==> src/sv/atpt_pkg.sv <==
// shared types, constants and the arctangent table of the point transform
`timescale 1ns / 1ps
`default_nettype none
package atpt_pkg;

  localparam int CordicStages = 24;
  localparam int StageW       = 5;
  localparam int XW           = 44;
  localparam int DW           = 34;
  localparam int CfgIdxW      = 3;

  localparam logic [CfgIdxW-1:0] RegPhiOffset = 3'd0;
  localparam logic [CfgIdxW-1:0] RegOctGain   = 3'd1;
  localparam logic [CfgIdxW-1:0] RegOriginX   = 3'd2;
  localparam logic [CfgIdxW-1:0] RegOriginY   = 3'd3;
  localparam logic [CfgIdxW-1:0] RegOriginZ   = 3'd4;

  // data handed from one vectoring cell to the next
  typedef struct packed {
    logic               vld;
    logic signed [XW-1:0] x;
    logic signed [XW-1:0] y;
    logic [31:0]        ang;
    logic signed [31:0] z;
  } vec_t;

  // data handed from one rotation cell to the next
  typedef struct packed {
    logic               vld;
    logic signed [XW-1:0] x;
    logic signed [XW-1:0] y;
    logic signed [DW-1:0] d;
    logic signed [31:0] z;
  } rot_t;

  // atan(2^-i) in 2^32 per turn
  function automatic logic [31:0] atan_turn(input logic [StageW-1:0] idx);
    logic [31:0] a;
    unique case (idx)
      5'd0:  a = 32'h20000000;
      5'd1:  a = 32'h12E4051E;
      5'd2:  a = 32'h09FB385B;
      5'd3:  a = 32'h051111D4;
      5'd4:  a = 32'h028B0D43;
      5'd5:  a = 32'h0145D7E1;
      5'd6:  a = 32'h00A2F61E;
      5'd7:  a = 32'h00517C55;
      5'd8:  a = 32'h0028BE53;
      5'd9:  a = 32'h00145F2F;
      5'd10: a = 32'h000A2F98;
      5'd11: a = 32'h000517CC;
      5'd12: a = 32'h00028BE6;
      5'd13: a = 32'h000145F3;
      5'd14: a = 32'h0000A2F9;
      5'd15: a = 32'h0000517D;
      5'd16: a = 32'h000028BE;
      5'd17: a = 32'h0000145F;
      5'd18: a = 32'h00000A30;
      5'd19: a = 32'h00000518;
      5'd20: a = 32'h0000028C;
      5'd21: a = 32'h00000146;
      5'd22: a = 32'h000000A3;
      5'd23: a = 32'h00000051;
      5'd24: a = 32'h00000029;
      5'd25: a = 32'h00000014;
      5'd26: a = 32'h0000000A;
      5'd27: a = 32'h00000005;
      5'd28: a = 32'h00000003;
      5'd29: a = 32'h00000001;
      5'd30: a = 32'h00000001;
      default: a = 32'h00000000;
    endcase
    return a;
  endfunction

endpackage
`default_nettype wire

==> src/sv/atpt_rot_cell.sv <==
// one cordic rotation cell: turns (x, y) and drives the residual angle to zero
`timescale 1ns / 1ps
`default_nettype none
module atpt_rot_cell (
  input  logic                         clk_i,
  input  logic                         rst_ni,
  input  logic [atpt_pkg::StageW-1:0]  stage_i,
  input  atpt_pkg::rot_t               cell_i,
  output atpt_pkg::rot_t               cell_o
);
  import atpt_pkg::*;

  logic signed [XW-1:0] x_in, y_in, dx, dy;
  logic signed [DW-1:0] step;
  rot_t cell_d, cell_q;

  always_comb begin
    x_in   = cell_i.x;
    y_in   = cell_i.y;
    dx     = x_in >>> stage_i;
    dy     = y_in >>> stage_i;
    step   = $signed({2'b00, atan_turn(stage_i)});
    cell_d = cell_i;
    if (!cell_i.d[DW-1]) begin
      cell_d.x = x_in - dy;
      cell_d.y = y_in + dx;
      cell_d.d = cell_i.d - step;
    end else begin
      cell_d.x = x_in + dy;
      cell_d.y = y_in - dx;
      cell_d.d = cell_i.d + step;
    end
  end

  always_ff @(posedge clk_i or negedge rst_ni) begin
    if (!rst_ni) begin
      cell_q <= '0;
    end else begin
      cell_q <= cell_d;
    end
  end

  assign cell_o = cell_q;
endmodule
`default_nettype wire

==> config.mk <==
export PLATFORM = sky130hd
export DESIGN_NAME = atpt_rot_cell
export DESIGN_NICKNAME = d
export VERILOG_FILES = /design/src/sv/atpt_pkg.sv /design/src/sv/atpt_rot_cell.sv
export SDC_FILE = /design/constraint.sdc
export NUM_CORES = 1
export LEC_CHECK = 0
export BUFFER_PORTS_ARGS = -buffer_cell sky130_fd_sc_hd__buf_2
export CORE_MARGIN = 1.5
export CORE_UTILIZATION = 50
export CTS_CLUSTER_DIAMETER = 60
export DETAILED_ROUTE_END_ITERATION = 10
export GPL_TIMING_DRIVEN = 0
export PLACE_DENSITY = 0.78
export SETUP_SLACK_MARGIN = 0.05
export SLEW_MARGIN = 20
export SYNTH_ARGS = -nofsm -noshare
export SYNTH_HDL_FRONTEND = slang
export SYNTH_SLANG_ARGS = --single-unit
==> constraint.sdc <==
create_clock -name clk_i -period 1.2 [get_ports clk_i]
set_clock_uncertainty 0.05 [all_clocks]
set_input_delay 0.12 -clock clk_i [delete_from_list [all_inputs] [get_ports clk_i]]
set_output_delay 0.12 -clock clk_i [all_outputs]
set_load 0.02 [all_outputs]
==> results of run 1 <==
[per-layer routing]
| metal | overflow | global-route usage |
|---|---|---|
| met5 | 0 | 0.219 |
| met4 | 1 | 0.641 |
| met3 | 0 | 0.513 |
| met2 | 1 | 0.883 |
| met1 | 0 | 0.715 |
[cells by family after synthesis]
family                   count (synthesis)
AND/OR/NAND/NOR                        613
multiplexers                           225
flip-flops                             155
XOR/XNOR                               223
buffers and inverters                  182
adder cells (fa/ha/maj)                143
AO/OA/AOI/OAI                          655
[metrics by stage]
stage | hold slack [ns] | setup slack (ns) | area, um2
2_1_floorplan | -0.226 | -4.12 | 20000
3_5_place_dp | 0.0385 | -6.60 | 22300
4_1_cts | -0.176 | -4.03 | 27400
3_3_place_gp | 0.178 | -6.58 | 22200
[synthesized netlist by cell type, types with 17 or more instances]
cell      instances  area [um2]
o21bai_1         22         165
a21o_1           67         503
mux4_2          107        2410
nor2b_1          33         206
clkbuf_1         52         195
a22oi_1          17         128
a31oi_1          40         250
nand4_1          17         106
nand3_1          32         160
nor2_1          179         672
dfrtp_1         155        3880
and2_1           20         125
inv_1            53         199
nand2b_1         33         206
o211ai_1         18         135
a21oi_1         197         986
o22ai_1          23         144
o21ai_0         112         561
and3_1           19         119
mux2i_1          68         681
buf_2            31         155
mux2_2           46         518
o21a_1           19         143
nor3_1           38         190
ha_1            140        1750
xnor2_1         138        1210
a211oi_1         21         158
buf_1            26        97.6
nand2_1         176         661
xor2_1           85         744
[repair_timing]
item,4_1_cts
gates cloned,3
hold endpoints to repair,124
endpoints found under the setup margin,277
buffers inserted,240
resized for setup,557
hold buffers,35
pin swaps,253
==> impl_metrics.env, run 1 <==
export IMPL_lastStage="global routing"
export IMPL_cts_buffer_depth=2
export IMPL_synth_compound_area_share=0.219
export IMPL_gp_congestion=1.13
export IMPL_ys_seq_elements=155
export IMPL_synth_mux_area_frac=0.190
export IMPL_syn_cell_area_um2=19400
export IMPL_io_buffers=314
export IMPL_clock_sinks=155
export IMPL_cts_root_buf="clkbuf_16"
export IMPL_fp_row_count=71
export IMPL_synth_enable_flop_cells=0
export IMPL_synth_top_family_by_area="compound AO/OA/AOI/OAI gates"
export IMPL_die_w_um=200
export IMPL_overflow=2
export IMPL_ys_seq_area_frac=0.200
export IMPL_status="aborted with a tool error"
export IMPL_die_h_um=200
export IMPL_synth_main_ff_cell="dfrtp_1"
export IMPL_synth_adder_area_share=0.0933
export IMPL_initial_core_util=0.512
export IMPL_dp_cells=3022
export IMPL_worst_endpoint="cell_o[150]$_DFF_PN0_/D"
export IMPL_synth_avg_cell_area_um2=8.84
export IMPL_syn_inst=2196
export IMPL_h_tree_depth=4
export IMPL_synth_async_reset_ratio=1.00
export IMPL_yosys_warnings=0
export IMPL_error_line="[ERROR GRT-0232] Routing congestion too high. Check the congestion heatmap in the GUI."
export IMPL_numCtsBuffers=17
export IMPL_hpwl_um=74800
export IMPL_io_pins=317
export IMPL_synthSimpleGateAreaFrac=0.154
export IMPL_worst_endpoint_kind="register data pin"
export IMPL_synth_nets=2501
export IMPL_ys_types=95
export IMPL_grt_usage=0.695
export IMPL_grt_max_degree=83
export IMPL_synth_xor_area_frac=0.101
==> inputs of run 2 (changes only) <==
--- a/config.mk
+++ b/config.mk
@@ -7,12 +7,10 @@
 export LEC_CHECK = 0
 export BUFFER_PORTS_ARGS = -buffer_cell sky130_fd_sc_hd__buf_2
 export CORE_MARGIN = 1.5
-export CORE_UTILIZATION = 50
-export CTS_CLUSTER_DIAMETER = 60
+export CORE_UTILIZATION = 35
 export DETAILED_ROUTE_END_ITERATION = 10
 export GPL_TIMING_DRIVEN = 0
-export PLACE_DENSITY = 0.78
-export SETUP_SLACK_MARGIN = 0.05
+export PLACE_DENSITY_LB_ADDON = 0.15
 export SLEW_MARGIN = 20
 export SYNTH_ARGS = -nofsm -noshare
 export SYNTH_HDL_FRONTEND = slang
==> run 2 against run 1 <==
  * The flow now finishes, with violations (negative hold slack, negative setup slack)
  * Synthesized cell count unchanged
  * Synthesized area unchanged
==> impl_metrics.env, run 2 <==
export IMPL_synth_most_common_cell="a21oi_1"
export IMPL_first_global_vias=21600
export IMPL_ys_seq_elements=155
export IMPL_dp_cells=3260
export IMPL_ctsHoldBuffers=35
export IMPL_finalSetupTns_ns=-383.80
export IMPL_largest_reg_flops=155
export IMPL_required_ns=1.56
export IMPL_fin_crit_sh=4.44
export IMPL_hold_start="cell_i[32]"
export IMPL_numCtsBuffers=17
export IMPL_io_buffers=314
export IMPL_sw_frac_of_total=0.445
export IMPL_synthTopCellsByCount="197 x a21oi_1, 179 x nor2_1, 176 x nand2_1"
export IMPL_synth_async_reset_ratio=1.00
export IMPL_synth_area_top_cells="dfrtp_1 20%, mux4_2 12%, ha_1 9.0%"
export IMPL_fin_crit_ns=5.33
export IMPL_min_path_type="primary input to flop"
export IMPL_worstSetupStartpointType="primary input"
export IMPL_grt_max_degree=85
export IMPL_slew_headroom=0.170
export IMPL_clkTransAtPathRegs_ns=0.08
export IMPL_layout_common_cells="301 x buf_4, 221 x buf_6, 177 x buf_2, 155 x dfrtp_1, 151 x nand2_1"
export IMPL_critPathKind="primary input to flop"
export IMPL_finalSetupViolCount=128
export IMPL_hpwl_um=81400
export IMPL_drt_iter0_drc=2183
export IMPL_h_tree_depth=4
export IMPL_avgViaCountPerCell=6.12
export IMPL_status="complete, but fails checks"
export IMPL_synth_avg_cell_area_um2=8.84
export IMPL_cpMostUsedCell="buf_12"
export IMPL_p_int_uw=23100
export IMPL_antenna_found_initial=2
export IMPL_clock_sinks=155
export IMPL_cts_tree="done"
export IMPL_synth_top_area_frac=0.200
export IMPL_cts_buffer_depth=2
export IMPL_max_freq_mhz=188
export IMPL_syn_inst=2196
export IMPL_drt_pass1_iterations=5
export IMPL_hold_end="cell_o[32]"
export IMPL_min_path_cells=2
export IMPL_hold_violations=7
export IMPL_core_um2=55000
export IMPL_p_leak_uw=0.0133
export IMPL_nets=3244
export IMPL_ant_nets=0
export IMPL_ys_seq_area_frac=0.200
export IMPL_cp_arrival_ns=5.69
export IMPL_violations="negative hold slack, negative setup slack"
export IMPL_die_h_um=239
export IMPL_die_w_um=239
export IMPL_cap_viol_max_count=0
export IMPL_worstMarginPinSlew_ns=1.24
export IMPL_cts_root_buf="clkbuf_16"
export IMPL_power_frac_comb=0.667
export IMPL_final_cells=3700
export IMPL_ir_drop_mv=1.21
export IMPL_areaGrowthSynthToFinish_pct=60.1
export IMPL_io_pins=317
export IMPL_dp_slack_ns=-7.02
export IMPL_drc=0
export IMPL_hold_ws_ns=-0.169
export IMPL_p_sw_uw=18500
export IMPL_fin_ws_ns=-4.13
export IMPL_cp_end_kind="flop"
export IMPL_utilization=0.565
export IMPL_ys_types=95
export IMPL_initial_core_util=0.353
export IMPL_p_clk_frac=0.143
export IMPL_grt_first_pass_wirelength_um=152000
export IMPL_drive_above_1_share=0.498
export IMPL_layout_commonest_cell="buf_4"
export IMPL_rsz0062_at_grt="true"
export IMPL_overflow=0
export IMPL_vias=22600
export IMPL_synth_top_area_cell="dfrtp_1"
export IMPL_fp_row_count=86
export IMPL_slew_violations=0
export IMPL_cpPeakStageDelay_ns=0.58
export IMPL_dieArea_um2=56900
export IMPL_syn_cell_area_um2=19400
export IMPL_diodes=0
export IMPL_wl_per_cell_um=30.3
export IMPL_grt_usage=0.375
export IMPL_wl_um=112000
export IMPL_total_power_uw=41500
export IMPL_synth_nets=2501
export IMPL_gp_congestion=1.01
export IMPL_seqPwrFrac=0.191
export IMPL_synth_enable_flop_cells=0
export IMPL_yosys_warnings=0
export IMPL_power_density_nw_per_um2=1340
export IMPL_synth_main_ff_cell="dfrtp_1"
export IMPL_path_max_fanout=8
export IMPL_slowest_stage="mux4_2"
run 2: power by group through the flow:
stage | clock, uW | combinational [uW] | sequential (uW)
floorplan | 0 | 10000 | 10100
global placement | 0 | 18800 | 7560
detailed placement | 0 | 18800 | 7530
CTS | 6110 | 22000 | 7480
global route | 6240 | 29000 | 8080
finish | 5920 | 27700 | 7910
run 2: layer usage:
layer	part of all wire	track usage
met1	0.40	0.485
met2	0.45	0.591
met3	0.10	0.102
met4	0.047	0.148
met5	0.00019	0
run 2: layout make-up:
cell class              instances  area, um2
plain buffers                 119       1590
clock buffers                  17        425
clock inverters                15        196
fillers                      4760      23900
inverters                      55        236
multi-input cells            1859      17600
flip-flops and latches        155       3880
well taps                     748        936
repair buffers                732       6220
run 2: worst max-delay path: cells and delay by family:
family / cells / cell delay (ns)
adders and majority gates: 1 / 0.20
xor gates and xnor gates: 2 / 0.36
and+or+nand+nor: 4 / 0.62
muxes: 3 / 1.40
buffers and inverters: 7 / 0.97
AOI/OAI and AO/OA: 9 / 1.97
run 2: worst max-delay path by stage:
stage,startpoint,to,depth (start not counted),slack (ns)
after CTS,stage_i[0],cell_o[150],25,-4.03
after detailed placement,stage_i[3],cell_o[107],25,-7.02
after floorplan,stage_i[2],cell_o[150],23,-4.12
after global routing,stage_i[0],cell_o[150],28,-4.24
after global placement,stage_i[3],cell_o[107],25,-7.12
final,stage_i[0],cell_o[150],26,-4.13
run 2: cell families (layout without fill, tap and decap cells):
group | after synthesis | after routing | share of synthesized area
AOI/OAI and AO/OA | 655 | 655 | 0.219
and+or+nand+nor | 613 | 613 | 0.154
muxes | 225 | 225 | 0.190
xor gates and xnor gates | 223 | 223 | 0.101
buffers and inverters | 182 | 938 | 0.0425
DFF | 155 | 155 | 0.200
adders and majority gates | 143 | 143 | 0.0933
run 2: what timing repair did:
item | in CTS | in global routing
endpoints found under the setup margin | 273 | 263
pin swaps | 165 | 257
cloned | 1 | 4
hold endpoints to repair | 140 | 6
resized for setup | 503 | 633
buffers inserted | 218 | 170
run 2: through the flow:
step | hold WS [ns] | cell area [um2]
final | -0.169 | 31100
after global routing | -0.179 | 31100
after global placement | 0.178 | 22500
after floorplan | -0.226 | 20000
after detailed placement | 0.0527 | 22600
after CTS | -0.221 | 27300
Note: power is estimated with default switching activity, not from simulation.
==> inputs of run 3 (changes only) <==
==> constraint.sdc (replaced) <==
create_clock -name clk_i -period 5.2 [get_ports clk_i]
set_clock_uncertainty 0.05 [all_clocks]
set_input_delay 0.52 -clock clk_i [delete_from_list [all_inputs] [get_ports clk_i]]
set_output_delay 0.52 -clock clk_i [all_outputs]
set_load 0.02 [all_outputs]
==> run 3 against run 2 <==
  * The flow finishes with violations (negative setup slack)
  * Via count decreased by 1.6%
  * Setup slack improved by 3.7 ns
  * Global-route usage decreased by 0.73 points
  * Sequential power decreased by 78%
  * Critical path depth increased by 1
  * Sequential share of layout area increased by 1.3 points
  * Worst hold slack improved by 0.25 ns
  * Clock-buffer cell count increased by 1
  * Core utilization decreased by 5.4 points
  * Critical path type unchanged
  * Critical endpoint unchanged
  * Largest cell class unchanged
==> impl_metrics.env, run 3 (synthesis results as in run 2) <==
export IMPL_cap_viol_max_count=0
export IMPL_fp_row_count=86
export IMPL_hold_start="cell_i[6]"
export IMPL_slew_headroom=0.155
export IMPL_cp_end_kind="flop"
export IMPL_fin_ws_ns=-0.458
export IMPL_min_path_type="primary input to flop"
export IMPL_p_leak_uw=0.0122
export IMPL_path_max_fanout=7
export IMPL_ir_drop_mv=0.268
export IMPL_grt_first_pass_wirelength_um=150000
export IMPL_worstMarginPinSlew_ns=1.25
export IMPL_drt_pass1_iterations=5
export IMPL_hpwl_um=80000
export IMPL_cts_root_buf="clkbuf_16"
export IMPL_die_h_um=239
export IMPL_drc=0
export IMPL_slowest_stage="mux4_2"
export IMPL_critPathKind="primary input to flop"
export IMPL_die_w_um=239
export IMPL_drive_above_1_share=0.435
export IMPL_violations="negative setup slack"
export IMPL_first_global_vias=21400
export IMPL_nets=3143
export IMPL_core_um2=55000
export IMPL_drt_iter0_drc=2275
export IMPL_hold_end="cell_o[6]"
export IMPL_rsz0062_at_grt="true"
export IMPL_fin_crit_ns=5.66
export IMPL_cpMostUsedCell="buf_12"
export IMPL_initial_core_util=0.353
export IMPL_worstSetupStartpointType="primary input"
export IMPL_finalSetupViolCount=39
export IMPL_grt_usage=0.367
export IMPL_layout_commonest_cell="buf_2"
export IMPL_cpPeakStageDelay_ns=0.43
export IMPL_wl_um=108000
export IMPL_largest_reg_flops=155
export IMPL_clock_sinks=155
export IMPL_cts_buffer_depth=2
export IMPL_areaGrowthSynthToFinish_pct=44.8
export IMPL_fin_area_um2=28100
export IMPL_power_density_nw_per_um2=297
export IMPL_cp_num_buf_inv=6
export IMPL_status="complete, but fails checks"
export IMPL_dieArea_um2=56900
export IMPL_grt_max_degree=85
export IMPL_io_buffers=314
export IMPL_total_power_uw=8360
export IMPL_max_freq_mhz=177
export IMPL_multiInputGateArea_um2=16600
export IMPL_cp_top_family="compound AO/OA/AOI/OAI gates"
export IMPL_hold_violations=0
export IMPL_fin_crit_sh=1.09
export IMPL_h_tree_depth=4
export IMPL_io_pins=317
export IMPL_avgViaCountPerCell=6.19
export IMPL_numCtsBuffers=17
export IMPL_overflow=0
export IMPL_gp_congestion=1.04
export IMPL_slew_violations=0
export IMPL_dp_slack_ns=-3.18
export IMPL_vias=22300
export IMPL_regArea_um2=3880
export IMPL_wl_per_cell_um=30.1
export IMPL_place_area_um2=22500
export IMPL_cp_arrival_ns=6.03
export IMPL_layout_common_cells="312 x buf_2, 280 x buf_4, 164 x nand2_1, 158 x a21oi_1, 155 x dfrtp_1"
export IMPL_min_path_cells=1
export IMPL_required_ns=5.57
export IMPL_ant_nets=0
export IMPL_nFillCells=5180
export IMPL_clkTransAtPathRegs_ns=0.07
export IMPL_antenna_found_initial=2
export IMPL_cts_tree="done"
run 3: cell types whose count changed in the layout (fill, tap and decap cells not counted), moves of 13 or more:
cell,before,now
ha_4,21,7
nor2_2,25,12
a21oi_4,17,3
o21ai_0,53,71
a21oi_1,124,158
nand2_1,151,164
a21oi_2,56,36
nor2_1,136,154
buf_4,301,280
dlygate4sd3_1,35,1
ha_1,98,123
buf_6,221,44
buf_2,177,312
run 3: worst max path at each step:
stage	startpoint	endpoint	slack (ns)	cells past startpoint
6_report	stage_i[2]	cell_o[150]	-0.46	27
5_1_grt	stage_i[2]	cell_o[150]	-0.62	31
4_1_cts	stage_i[0]	cell_o[150]	-0.43	27
3_5_place_dp	stage_i[3]	cell_o[107]	-3.18	25
3_3_place_gp	stage_i[1]	cell_o[153]	-3.32	28
2_1_floorplan	stage_i[2]	cell_o[150]	-0.52	24
run 3: area by class of cell:
type,count,area share
flip-flops and latches,155,0.138
well taps,748,0.0333
plain buffers,121,0.0547
clock inverters,14,0.00521
inverters,55,0.00850
repair buffers,629,0.154
multi-input cells,1859,0.591
clock buffers,18,0.0156
diodes,1,0.0000890
run 3: layer usage:
metal / wire (um) / global-route usage / share of wire
met5: 13 / 0 / 0.00012
met1: 44200 / 0.480 / 0.41
met3: 11000 / 0.101 / 0.10
met4: 5360 / 0.158 / 0.049
met2: 47800 / 0.569 / 0.44
run 3: power by group:
part           internal, uW  leakage (uW)  switching, uW  total (uW)
sequential             1620       0.00180           94.5        1720
clock                   651      0.000279            649        1300
combinational          2200        0.0102           3140        5340
total                  4480        0.0122           3880        8360
run 3: through the flow:
stage / hold WS (ns) / instances / utilization / setup TNS (ns)
floorplan: 0.174 / 2196 / - / -6.08
global placement: 0.578 / 3258 / 0.407 / -226.59
detailed placement: 0.445 / 3260 / 0.408 / -216.16
CTS: 0.0470 / 3450 / 0.473 / -5.92
global route: 0.0582 / 3599 / 0.511 / -15.07
finish: 0.0777 / 3600 / 0.511 / -9.54
run 3: what timing repair did:
action,CTS,global route
pin swaps,93,169
hold endpoints to repair,71,0
hold buffers,1,0
resized for setup,416,219
cloned,2,3
setup endpoints to repair,100,65
buffers inserted,156,155
